## src/design/scmr_pkg.sv

```systemverilog
// Shared types and constants for the serial command motor ramp block.
package scmr_pkg;

    localparam logic REQ_BYTE = 1'b0;
    localparam logic REQ_TICK = 1'b1;

    localparam logic [7:0] CHAR_NUL   = 8'h00;
    localparam logic [7:0] CHAR_TAB   = 8'h09;
    localparam logic [7:0] CHAR_LF    = 8'h0A;
    localparam logic [7:0] CHAR_VT    = 8'h0B;
    localparam logic [7:0] CHAR_FF    = 8'h0C;
    localparam logic [7:0] CHAR_CR    = 8'h0D;
    localparam logic [7:0] CHAR_SPACE = 8'h20;
    localparam logic [7:0] CHAR_PLUS  = 8'h2B;
    localparam logic [7:0] CHAR_MINUS = 8'h2D;
    localparam logic [7:0] CHAR_ZERO  = 8'h30;
    localparam logic [7:0] CHAR_NINE  = 8'h39;
    localparam logic [7:0] CHAR_S     = 8'h53;

    localparam logic [15:0] RAMP_INTERVAL_RESET = 16'd100;

    localparam logic [2:0] TOKEN_MAX   = 3'd7;
    localparam logic [2:0] TOKEN_LEFT  = 3'd2;
    localparam logic [2:0] TOKEN_RIGHT = 3'd4;
    localparam logic [2:0] TOKEN_MIN   = 3'd4;

    typedef enum logic [1:0] {
        PH_SKIP   = 2'd0,
        PH_DIGITS = 2'd1,
        PH_DONE   = 2'd2
    } phase_t;

    typedef struct packed {
        logic       req_type;
        logic [7:0] rx_byte;
    } in_item_t;

    typedef struct packed {
        logic [7:0] left_drive;
        logic [7:0] right_drive;
        logic       left_update;
        logic       right_update;
        logic       cmd_accepted;
    } out_item_t;

    typedef struct packed {
        logic       set;
        logic [7:0] left;
        logic [7:0] right;
    } cmd_t;

    typedef struct packed {
        logic [7:0] left_level;
        logic [7:0] right_level;
        logic       left_update;
        logic       right_update;
    } ramp_status_t;

endpackage

```

## src/design/scmr_parser.sv

```systemverilog
// Line assembler and command parser: builds targets from an 'S' command line.
module scmr_parser #(
    parameter int LINE_CHARS = 31
) (
    input  logic              clk,
    input  logic              rst_n,
    input  logic              byte_en,
    input  logic [7:0]        rx_byte,
    output scmr_pkg::cmd_t    cmd
);

    localparam int PosW = $clog2(LINE_CHARS + 1);

    typedef struct packed {
        logic [7:0]      acc;
        scmr_pkg::phase_t phase;
        logic            neg;
    } num_t;

    logic [PosW-1:0]  pos_reg, pos_next;
    logic             ended_reg, ended_next;
    logic             is_cmd_reg, is_cmd_next;
    logic             in_tok_reg, in_tok_next;
    logic [2:0]       tok_reg, tok_next;
    scmr_pkg::phase_t phase_reg, phase_next;
    logic             neg_reg, neg_next;
    logic [7:0]       lacc_reg, lacc_next;
    logic [7:0]       racc_reg, racc_next;

    function automatic num_t number_char(num_t s, logic [7:0] c);
        num_t       r;
        logic [7:0] d;
        logic [7:0] t;
        r = s;
        d = c - scmr_pkg::CHAR_ZERO;
        t = s.acc * 8'd10;
        if (r.phase == scmr_pkg::PH_SKIP) begin
            if (c == scmr_pkg::CHAR_TAB || c == scmr_pkg::CHAR_VT ||
                c == scmr_pkg::CHAR_FF || c == scmr_pkg::CHAR_CR) begin
                return r;
            end
            if (c == scmr_pkg::CHAR_PLUS || c == scmr_pkg::CHAR_MINUS) begin
                r.neg   = (c == scmr_pkg::CHAR_MINUS);
                r.phase = scmr_pkg::PH_DIGITS;
                return r;
            end
            r.phase = scmr_pkg::PH_DIGITS;
        end
        if (r.phase == scmr_pkg::PH_DIGITS) begin
            if (c >= scmr_pkg::CHAR_ZERO && c <= scmr_pkg::CHAR_NINE) begin
                r.acc = r.neg ? (t - d) : (t + d);
            end else begin
                r.phase = scmr_pkg::PH_DONE;
            end
        end
        return r;
    endfunction

    always_comb
    begin
        num_t             ns;
        num_t             nr;
        logic [2:0]       tok_t;
        scmr_pkg::phase_t ph_t;
        logic             neg_t;

        pos_next    = pos_reg;
        ended_next  = ended_reg;
        is_cmd_next = is_cmd_reg;
        in_tok_next = in_tok_reg;
        tok_next    = tok_reg;
        phase_next  = phase_reg;
        neg_next    = neg_reg;
        lacc_next   = lacc_reg;
        racc_next   = racc_reg;
        cmd.set     = 1'b0;
        cmd.left    = lacc_reg;
        cmd.right   = racc_reg;
        tok_t       = tok_reg;
        ph_t        = phase_reg;
        neg_t       = neg_reg;
        ns          = '0;
        nr          = '0;

        if (byte_en) begin
            if (rx_byte == scmr_pkg::CHAR_LF) begin
                cmd.set     = is_cmd_reg && (tok_reg >= scmr_pkg::TOKEN_MIN);
                pos_next    = '0;
                ended_next  = 1'b0;
                is_cmd_next = 1'b0;
                in_tok_next = 1'b0;
                tok_next    = '0;
                phase_next  = scmr_pkg::PH_SKIP;
                neg_next    = 1'b0;
                lacc_next   = '0;
                racc_next   = '0;
            end else if (!ended_reg && pos_reg < PosW'(LINE_CHARS)) begin
                pos_next = pos_reg + 1'b1;
                if (rx_byte == scmr_pkg::CHAR_NUL) begin
                    ended_next = 1'b1;
                end else begin
                    if (pos_reg == '0 && rx_byte == scmr_pkg::CHAR_S) begin
                        is_cmd_next = 1'b1;
                    end
                    if (rx_byte == scmr_pkg::CHAR_SPACE) begin
                        in_tok_next = 1'b0;
                    end else begin
                        // open a new token and restart number reading
                        if (!in_tok_reg) begin
                            in_tok_next = 1'b1;
                            if (tok_reg < scmr_pkg::TOKEN_MAX) begin
                                tok_t = tok_reg + 3'd1;
                            end
                            ph_t  = scmr_pkg::PH_SKIP;
                            neg_t = 1'b0;
                        end
                        tok_next   = tok_t;
                        phase_next = ph_t;
                        neg_next   = neg_t;
                        if (tok_t == scmr_pkg::TOKEN_LEFT) begin
                            ns.acc   = lacc_reg;
                            ns.phase = ph_t;
                            ns.neg   = neg_t;
                            nr         = number_char(ns, rx_byte);
                            lacc_next  = nr.acc;
                            phase_next = nr.phase;
                            neg_next   = nr.neg;
                        end else if (tok_t == scmr_pkg::TOKEN_RIGHT) begin
                            ns.acc   = racc_reg;
                            ns.phase = ph_t;
                            ns.neg   = neg_t;
                            nr         = number_char(ns, rx_byte);
                            racc_next  = nr.acc;
                            phase_next = nr.phase;
                            neg_next   = nr.neg;
                        end
                    end
                end
            end
        end
    end

    always_ff @(posedge clk or negedge rst_n)
    begin
        if (!rst_n) begin
            pos_reg    <= '0;
            ended_reg  <= 1'b0;
            is_cmd_reg <= 1'b0;
            in_tok_reg <= 1'b0;
            tok_reg    <= '0;
            phase_reg  <= scmr_pkg::PH_SKIP;
            neg_reg    <= 1'b0;
            lacc_reg   <= '0;
            racc_reg   <= '0;
        end else begin
            pos_reg    <= pos_next;
            ended_reg  <= ended_next;
            is_cmd_reg <= is_cmd_next;
            in_tok_reg <= in_tok_next;
            tok_reg    <= tok_next;
            phase_reg  <= phase_next;
            neg_reg    <= neg_next;
            lacc_reg   <= lacc_next;
            racc_reg   <= racc_next;
        end
    end

endmodule

```

## src/design/scmr_ramp.sv

```systemverilog
// Ramp generator: steps both power levels toward their targets on the tick interval.
module scmr_ramp (
    input  logic                   clk,
    input  logic                   rst_n,
    input  logic                   tick_en,
    input  scmr_pkg::cmd_t         cmd,
    input  logic                   cfg_wen,
    input  logic [15:0]            cfg_wdata,
    output scmr_pkg::ramp_status_t status
);

    logic [15:0] interval_reg;
    logic [15:0] tick_reg, tick_next;
    logic [7:0]  lgoal_reg, lgoal_next;
    logic [7:0]  rgoal_reg, rgoal_next;
    logic [7:0]  llev_reg, llev_next;
    logic [7:0]  rlev_reg, rlev_next;
    logic [15:0] tick_inc;

    assign tick_inc = tick_reg + 16'd1;

    always_comb
    begin
        tick_next           = tick_reg;
        llev_next           = llev_reg;
        rlev_next           = rlev_reg;
        lgoal_next          = cmd.set ? cmd.left  : lgoal_reg;
        rgoal_next          = cmd.set ? cmd.right : rgoal_reg;
        status.left_update  = 1'b0;
        status.right_update = 1'b0;
        if (tick_en) begin
            tick_next = tick_inc;
            if (tick_inc == interval_reg) begin
                tick_next = '0;
                if (lgoal_reg > llev_reg) begin
                    llev_next          = llev_reg + 8'd1;
                    status.left_update = 1'b1;
                end else if (lgoal_reg < llev_reg) begin
                    llev_next          = llev_reg - 8'd1;
                    status.left_update = 1'b1;
                end
                if (rgoal_reg > rlev_reg) begin
                    rlev_next           = rlev_reg + 8'd1;
                    status.right_update = 1'b1;
                end else if (rgoal_reg < rlev_reg) begin
                    rlev_next           = rlev_reg - 8'd1;
                    status.right_update = 1'b1;
                end
            end
        end
        status.left_level  = llev_next;
        status.right_level = rlev_next;
    end

    always_ff @(posedge clk or negedge rst_n)
    begin
        if (!rst_n) begin
            interval_reg <= scmr_pkg::RAMP_INTERVAL_RESET;
            tick_reg     <= '0;
            lgoal_reg    <= '0;
            rgoal_reg    <= '0;
            llev_reg     <= '0;
            rlev_reg     <= '0;
        end else begin
            if (cfg_wen) begin
                interval_reg <= cfg_wdata;
            end
            tick_reg  <= tick_next;
            lgoal_reg <= lgoal_next;
            rgoal_reg <= rgoal_next;
            llev_reg  <= llev_next;
            rlev_reg  <= rlev_next;
        end
    end

endmodule

```

## src/design/serial_command_motor_ramp_top.sv

```systemverilog
// Top level of the serial command motor ramp block.
// Takes one item (a serial byte or a loop tick) per clock unless a stalled output holds it,
// and returns exactly one result per item. An accepted item is held in the input register
// and passes through the single update stage, where the line parser and the ramp step both
// finish, into the result register, which lets the next item enter while a result waits.
// The user writes ramp_interval through cfg_wen/cfg_wdata while idle; it is not enforced.
module serial_command_motor_ramp_top #(
    parameter int LINE_CHARS = 31
) (
    input  logic                clk,
    input  logic                rst_n,
    input  logic                in_valid,
    output logic                in_ready,
    input  scmr_pkg::in_item_t  in_data,
    output logic                out_valid,
    input  logic                out_ready,
    output scmr_pkg::out_item_t out_data,
    input  logic                cfg_wen,
    input  logic [15:0]         cfg_wdata
);

    logic                   s1_valid_reg;
    scmr_pkg::in_item_t     s1_item_reg;
    logic                   out_valid_reg;
    scmr_pkg::out_item_t    out_item_reg, out_item_next;
    logic                   advance;
    logic                   byte_en;
    logic                   tick_en;
    scmr_pkg::cmd_t         cmd;
    scmr_pkg::ramp_status_t status;

    // advance the held item whenever the result slot is free or being drained
    assign advance  = s1_valid_reg && (!out_valid_reg || out_ready);
    assign in_ready = !s1_valid_reg || advance;
    assign byte_en  = advance && (s1_item_reg.req_type == scmr_pkg::REQ_BYTE);
    assign tick_en  = advance && (s1_item_reg.req_type == scmr_pkg::REQ_TICK);

    scmr_parser #(
        .LINE_CHARS (LINE_CHARS)
    ) u_parser (
        .clk     (clk),
        .rst_n   (rst_n),
        .byte_en (byte_en),
        .rx_byte (s1_item_reg.rx_byte),
        .cmd     (cmd)
    );

    scmr_ramp u_ramp (
        .clk       (clk),
        .rst_n     (rst_n),
        .tick_en   (tick_en),
        .cmd       (cmd),
        .cfg_wen   (cfg_wen),
        .cfg_wdata (cfg_wdata),
        .status    (status)
    );

    always_comb
    begin
        out_item_next.left_drive   = status.left_level;
        out_item_next.right_drive  = status.right_level;
        out_item_next.left_update  = status.left_update;
        out_item_next.right_update = status.right_update;
        out_item_next.cmd_accepted = cmd.set;
    end

    always_ff @(posedge clk or negedge rst_n)
    begin
        if (!rst_n) begin
            s1_valid_reg  <= 1'b0;
            out_valid_reg <= 1'b0;
        end else begin
            if (in_ready) begin
                s1_valid_reg <= in_valid;
            end
            if (advance) begin
                out_valid_reg <= 1'b1;
            end else if (out_ready) begin
                out_valid_reg <= 1'b0;
            end
        end
    end

    always_ff @(posedge clk)
    begin
        if (in_ready && in_valid) begin
            s1_item_reg <= in_data;
        end
        if (advance) begin
            out_item_reg <= out_item_next;
        end
    end

    assign out_valid = out_valid_reg;
    assign out_data  = out_item_reg;

    // a command result never carries a ramp write
    a_cmd_no_update: assert property (@(posedge clk) disable iff (!rst_n)
        out_valid_reg && out_item_reg.cmd_accepted |->
            !out_item_reg.left_update && !out_item_reg.right_update)
        else $error("command result flags a ramp write");

    // a held item survives a stalled output
    a_hold_item: assert property (@(posedge clk) disable iff (!rst_n)
        s1_valid_reg && out_valid_reg && !out_ready |=> s1_valid_reg)
        else $error("held item dropped while output stalled");

    // input stalls only while an item is held
    a_ready_reason: assert property (@(posedge clk) disable iff (!rst_n)
        !in_ready |-> s1_valid_reg && out_valid_reg)
        else $error("input stalled without a held item");

endmodule
```

## config.mk

```make
export PLATFORM = sky130hd
export DESIGN_NAME = serial_command_motor_ramp_top
export DESIGN_NICKNAME = d
export VERILOG_FILES = /design/src/design/scmr_pkg.sv /design/src/design/scmr_parser.sv /design/src/design/scmr_ramp.sv /design/src/design/serial_command_motor_ramp_top.sv
export SDC_FILE = /design/constraint.sdc
export NUM_CORES = 1
export LEC_CHECK = 0
export ABC_AREA = 1
export BUFFER_PORTS_ARGS = -buffer_cell sky130_fd_sc_hd__buf_2
export CORE_MARGIN = 1
export CORE_UTILIZATION = 40
export DETAILED_ROUTE_END_ITERATION = 12
export HOLD_SLACK_MARGIN = 0.12
export PLACE_DENSITY_LB_ADDON = 0.25
export SLEW_MARGIN = 20
export SYNTH_ARGS = -nofsm -noshare
export SYNTH_HDL_FRONTEND = slang
export SYNTH_SLANG_ARGS = --single-unit
```

## constraint.sdc

```tcl
create_clock -name clk -period 4.9 [get_ports clk]
set_input_delay 0.49 -clock clk [delete_from_list [all_inputs] [get_ports clk]]
set_output_delay 0.49 -clock clk [all_outputs]
set_load 0.01 [all_outputs]
```

==> Word level (Yosys, flattened, before mapping) <==
Cells that the tools add are included.
{ "word_totals": {"input_bits": 30, "reg_bits": 124, "elab_cells": 266} }
{ "op_classes": {"n_bitwise": 1, "magnitude_cmp": 9, "n_mux": 161, "mul": 2, "n_reduce_logical": 38, "n_eq_ne": 19, "add_sub_neg": 12} }
{ "op_table": {"columns": ["cell", "n"], "rows": [
  ["8-bit two-way mux", 23],
  ["11-bit two-way mux", 10],
  ["3-bit two-way mux", 29],
  ["1-bit two-way mux", 78],
  ["8-bit by 4-bit equality test with 1-bit output (second input constant)", 5],
  ["2-bit two-way mux", 16],
  ["8-bit by 6-bit equality test with 1-bit output (second input constant)", 3],
  ["10-bit two-way mux", 2],
  ["16-bit by 1-bit adder with 16-bit output (second input constant)", 1],
  ["8-bit by 1-bit adder with 8-bit output (second input constant)", 2],
  ["8-bit adder", 2],
  ["16-bit equality test", 1],
  ["8-bit > comparator", 2],
  ["8-bit less-than comparator", 2],
  ["8-bit by 3-bit multiplier with 7-bit output (second input constant)", 2],
  ["16-bit two-way mux", 1],
  ["8-bit by 1-bit subtractor with 8-bit output (second input constant)", 2],
  ["8-bit subtractor", 2],
  ["2-bit nonzero test", 6],
  ["3-bit nonzero test", 4],
  ["5-bit two-way mux", 2],
  ["5-bit by 4-bit != test with 1-bit output (second input constant)", 2],
  ["9-bit AND reduction", 1],
  ["8-bit by 7-bit equality test with 1-bit output (second input constant)", 1],
  ["23 further kinds", 43]
]} }

==> Logic depth before layout (Yosys ltp) <==
{ "logic_depth": {"depth_word": 45, "depth_mapped": 17, "ltp_nobuf": 16} }

==> By module <==
From an unflattened synthesis, not the netlist that was laid out.
{ "hier_totals": {"cells_unflattened": 1137, "area_unflattened_um2": 8644.5} }
{ "modules_own_cells": {"columns": ["mod", "cells_per_inst", "instances", "seq_area_each_um2", "area_per_inst_um2"], "rows": [
  ["scmr_ramp", 633, 1, 1605.3, 4404.2],
  ["scmr_parser", 461, 1, 750.7, 3289.4],
  ["serial_command_motor_ramp_top", 43, 1, 890.9, 950.9]
]} }

==> Worst setup path before layout <==
OpenSTA, ideal clock, no wires.
{ "synth_path": {"path_type": "reg2reg", "from": "reg u_parser.lacc_reg[1]", "to": "reg u_parser.lacc_reg[7]", "setup_slack_ps": 2273, "arrival_ps": 2499, "n_path_buf": 0, "required_time_ps": 4772, "period_less_slack_ps": 2627, "stages_incl_launch_ff": 16, "setup_time_ps": 128, "path_cell_list": "dfrtp_1 > ha_1 > ha_1 > fa_1 > xor2_1 > ha_1 > inv_1 > nand2_1 > nor3_1 > a21oi_1 > inv_1 > nand3_1 > nand2_1 > nand2_1 > nand2_1 > o21ai_1"} }
{ "synth_between": {"elab_chain_len": 11, "word_cells_on_any_way": 12, "classes_between": "2 x add/sub; 1 x mul; 9 x mux"} }
{ "synth_rtl": {"columns": ["element", "line", "rtl"], "rows": [
  ["from (decl)", "scmr_parser.sv:27", "logic [7:0] lacc_reg, lacc_next;"],
  ["from (signal assigned)", "scmr_parser.sv:163", "lacc_reg <= lacc_next;"],
  ["8-bit by 3-bit multiplier with 7-bit output *", "scmr_parser.sv:36", "t = s.acc * 8'd10;"],
  ["8-bit adder / 8-bit subtractor (equally long branches)", "scmr_parser.sv:51", "r.acc = r.neg ? (t - d) : (t + d);"],
  ["8-bit two-way mux *", "scmr_parser.sv:51", null],
  ["8-bit two-way mux *", "scmr_parser.sv:50", "if (c >= scmr_pkg::CHAR_ZERO && c <= scmr_pkg::CHAR_NINE) begin"],
  ["10-bit two-way mux *", "scmr_parser.sv:49", "if (r.phase == scmr_pkg::PH_DIGITS) begin"],
  ["11-bit two-way mux *", "scmr_parser.sv:49", null],
  ["8-bit two-way mux *", "scmr_parser.sv:120", "if (tok_t == scmr_pkg::TOKEN_LEFT) begin"],
  ["8-bit two-way mux *", "scmr_parser.sv:105", "if (rx_byte == scmr_pkg::CHAR_SPACE) begin"],
  ["8-bit two-way mux *", "scmr_parser.sv:99", "if (rx_byte == scmr_pkg::CHAR_NUL) begin"],
  ["8-bit two-way mux *", "scmr_parser.sv:97", "end else if (!ended_reg && pos_reg < PosW'(LINE_CHARS)) begin"],
  ["8-bit two-way mux *", "scmr_parser.sv:86", "if (rx_byte == scmr_pkg::CHAR_LF) begin"]
]} }
Mark *: on every way between the ends. The rest lies on a longest branch, timed or not. The select of a mux whose other input is x is not followed.
A chain may end at the register's enable or synchronous reset.

==> Worst setup path in the final report <==
Ends and elaborated chain as after synthesis.

==> reports/metrics.yaml <==
whs_ns: 0.155
drive_gt1_share_pct: 8.88
die_h_um: 152
placedInstanceArea_um2: 9450
rsz0062_at_grt: "no"
fin_skew_ns: 0.0114
synth_top_cell_area_share_pct: 25.9
crit_fanout: 5
clock_latency_ns: 0.42
period_share_pct: 61.4
drc: 0
rows: 54
synth_area_um2: 8980
synth_seq_area_share_pct: 36.1
die_area_um2: 23100
fin_util_pct: 45.9
setup_ws_ns: 1.89
synthFlopType: "dfrtp_1"
fmax_mhz: 332
die_w_um: 152
r2r_cells: 15
clk_path_buf_depth: 2
worstSetupPathType: "flip-flop to flip-flop"
root_buffer: "clkbuf_16"
cts_setup_buffers: 0
r2r_end: "u_parser.lacc_reg[7]"
numCtsBuffers: 17
worstMarginPinSlew_ns: 0.834
finalNetCount: 1384
dp_slack_ns: 1.93
finalSetupTns_ns: 0
hold_viol: 0
path_clk_slew_ns: 0.06
r2r_setup_slack_ns: 1.89
fin_area_um2: 10100
endpoint_kind: "flip-flop"
period_needed_ns: 3.01
clkSinkCount: 124
portBuffers: 50
largest_reg_flops: 19
holdCritPathClass: "input pin to asynchronous set/reset pin"
yosys_warnings: 0
synth_area_leaders: "dfrtp_1 (26%), nand2_1 (19%), edfxtp_1 (9.4%), ha_1 (9.2%), inv_1 (5.8%)"
first_global_vias: 7611
synthCells: 1242
antenna_found_initial: 0
hpwl_um: 15200
initial_core_util_pct: 41.0
vias: 7779
regToRegStartpoint: "u_parser.lacc_reg[1]"
outcome: "finished, final reports clean"
yosys.area.top_type: "dfrtp_1"
synth-edff-count: 28
viasPerCell: 4.94
wl_per_cell_um: 13.0
diodes: 0
cts_tree: "yes"
drt_wl_total_um: 20500
setup_viol: 0
grt_start_max_net_pins: 60
start_kind: "flip-flop"
drt_pre_antenna_iters: 5
syn2layout_area_growth_pct: 11.9
grt_usage_pct: 18.7
drv_cap: 0
slew_headroom_pct: 44.4
core_area_um2: 21900
ys_async_sr_fraction_pct: 77.4
synth.distinct_cells: 44
ys_ff_latch: 124
powerDensity_nw_per_um2: 350
grt_overflow: 0
htreeDepth: 4
syn-num-nets: 1344
ir_worst_vdd_mv: 0.189
ctsHoldBuffers: 0
power_leakage_nw: 5.29
avgSynthCellArea_um2: 7.23
layout_commonest_cell: "nand2_1"
required_ns: 5.23
critical_path_arrival_ns: 3.34
initialDrtViolationCount: 435
top_level_ports: 51
mostFrequentLayoutCells: "nand2_1 (464), inv_1 (138), dfrtp_1 (93)"
gp_congestion: 0.901
finalMaxSlewViolations: 0
post_cts_resized: 0
grt_pass1_wl_um: 35800
ant_nets: 0
## cells in the mapped netlist (2+ instances only)
library cell	count
buf_2	7
buf_4	4
nor2_2	7
nand3b_1	14
o21bai_1	5
nor3_1	10
nor2_8	2
nor2_1	67
nand2_2	7
a31oi_1	2
nor2_4	3
fa_1	6
clkinv_1	3
nand3_1	87
dfstp_2	3
o22ai_1	7
o21ai_2	3
and2_1	2
o21ai_1	10
xnor2_1	3
ha_1	66
o21a_1	2
a21oi_1	33
xor2_1	41
nand2_1	464
or2_2	2
clkbuf_1	17
nand4_1	33
o21ai_0	60
inv_1	138
edfxtp_1	28
buf_6	2
dfrtp_1	93
## routing by layer
metal  wire length, µm  track usage (%)  vias up
met5                 0                0        -
met4               433             7.38        0
met3               806             3.45       25
met2              9130             30.3      144
met1             10100             24.7     3534
li1                  -                -     4076
## worst max-delay path by stage
stage / depth (start not counted) / endpoint / slack, ns / start
2_1_floorplan: 15 / u_parser.lacc_reg[7] / 2.27 / u_parser.lacc_reg[1]
3_3_place_gp: 15 / u_parser.lacc_reg[7] / 1.99 / u_parser.lacc_reg[1]
3_5_place_dp: 15 / u_parser.lacc_reg[7] / 1.93 / u_parser.lacc_reg[1]
4_1_cts: 15 / u_parser.lacc_reg[7] / 1.90 / u_parser.lacc_reg[1]
5_1_grt: 16 / out_data[11] / 1.57 / u_ramp.tick_reg[0]
6_report: 15 / u_parser.lacc_reg[7] / 1.89 / u_parser.lacc_reg[1]
## power breakdown
group,internal (mW),switching [mW],leakage (nW),total (mW)
registers,1.19,0.127,1.48,1.32
logic,0.309,0.619,3.52,0.928
clock network,0.799,0.472,0.293,1.27
total,2.30,1.22,5.29,3.52
## metrics by stage
step                      instances  total power, mW
after global placement         1543             2.25
after floorplan                1242             2.03
after CTS                      1575             3.55
final                          1575             3.52
after detailed placement       1543             2.26
after global routing           1575             3.75
## cells by family (layout without fill, tap and decap cells)
| family | after synthesis | in the layout | share of synthesized area [%] |
|---|---|---|---|
| compound gates | 125 | 125 | 7.51 |
| xor+xnor | 44 | 44 | 4.29 |
| simple gates | 703 | 703 | 33.8 |
| flops | 124 | 124 | 36.1 |
| fa+ha+maj | 72 | 72 | 10.5 |
| buf+inv | 174 | 227 | 7.71 |
## worst max-delay path, stage by stage, from the launching register on
cell and delay (ns):
dfrtp_1 0.46, ha_1 0.33, ha_1 0.22, fa_1 0.39, xor2_1 0.20, ha_1 0.35, inv_1 0.09, a21oi_1 0.13
o21ai_0 0.10, a21oi_1 0.21, inv_1 0.07, nand3_1 0.08, nand2_1 0.05, nand2_1 0.05, nand2_1 0.06, o21ai_1 0.13
## area by class of cell
type	count	area, µm²
Clock buffer	24	524
Clock inverter	8	77.6
Fill cell	2217	11800
Inverter	142	533
Multi-Input combinational cell	944	5050
Sequential cell	124	3250
Tap cell	280	350
Timing Repair Buffer	53	275
Note: power is estimated with default switching activity, not from simulation.
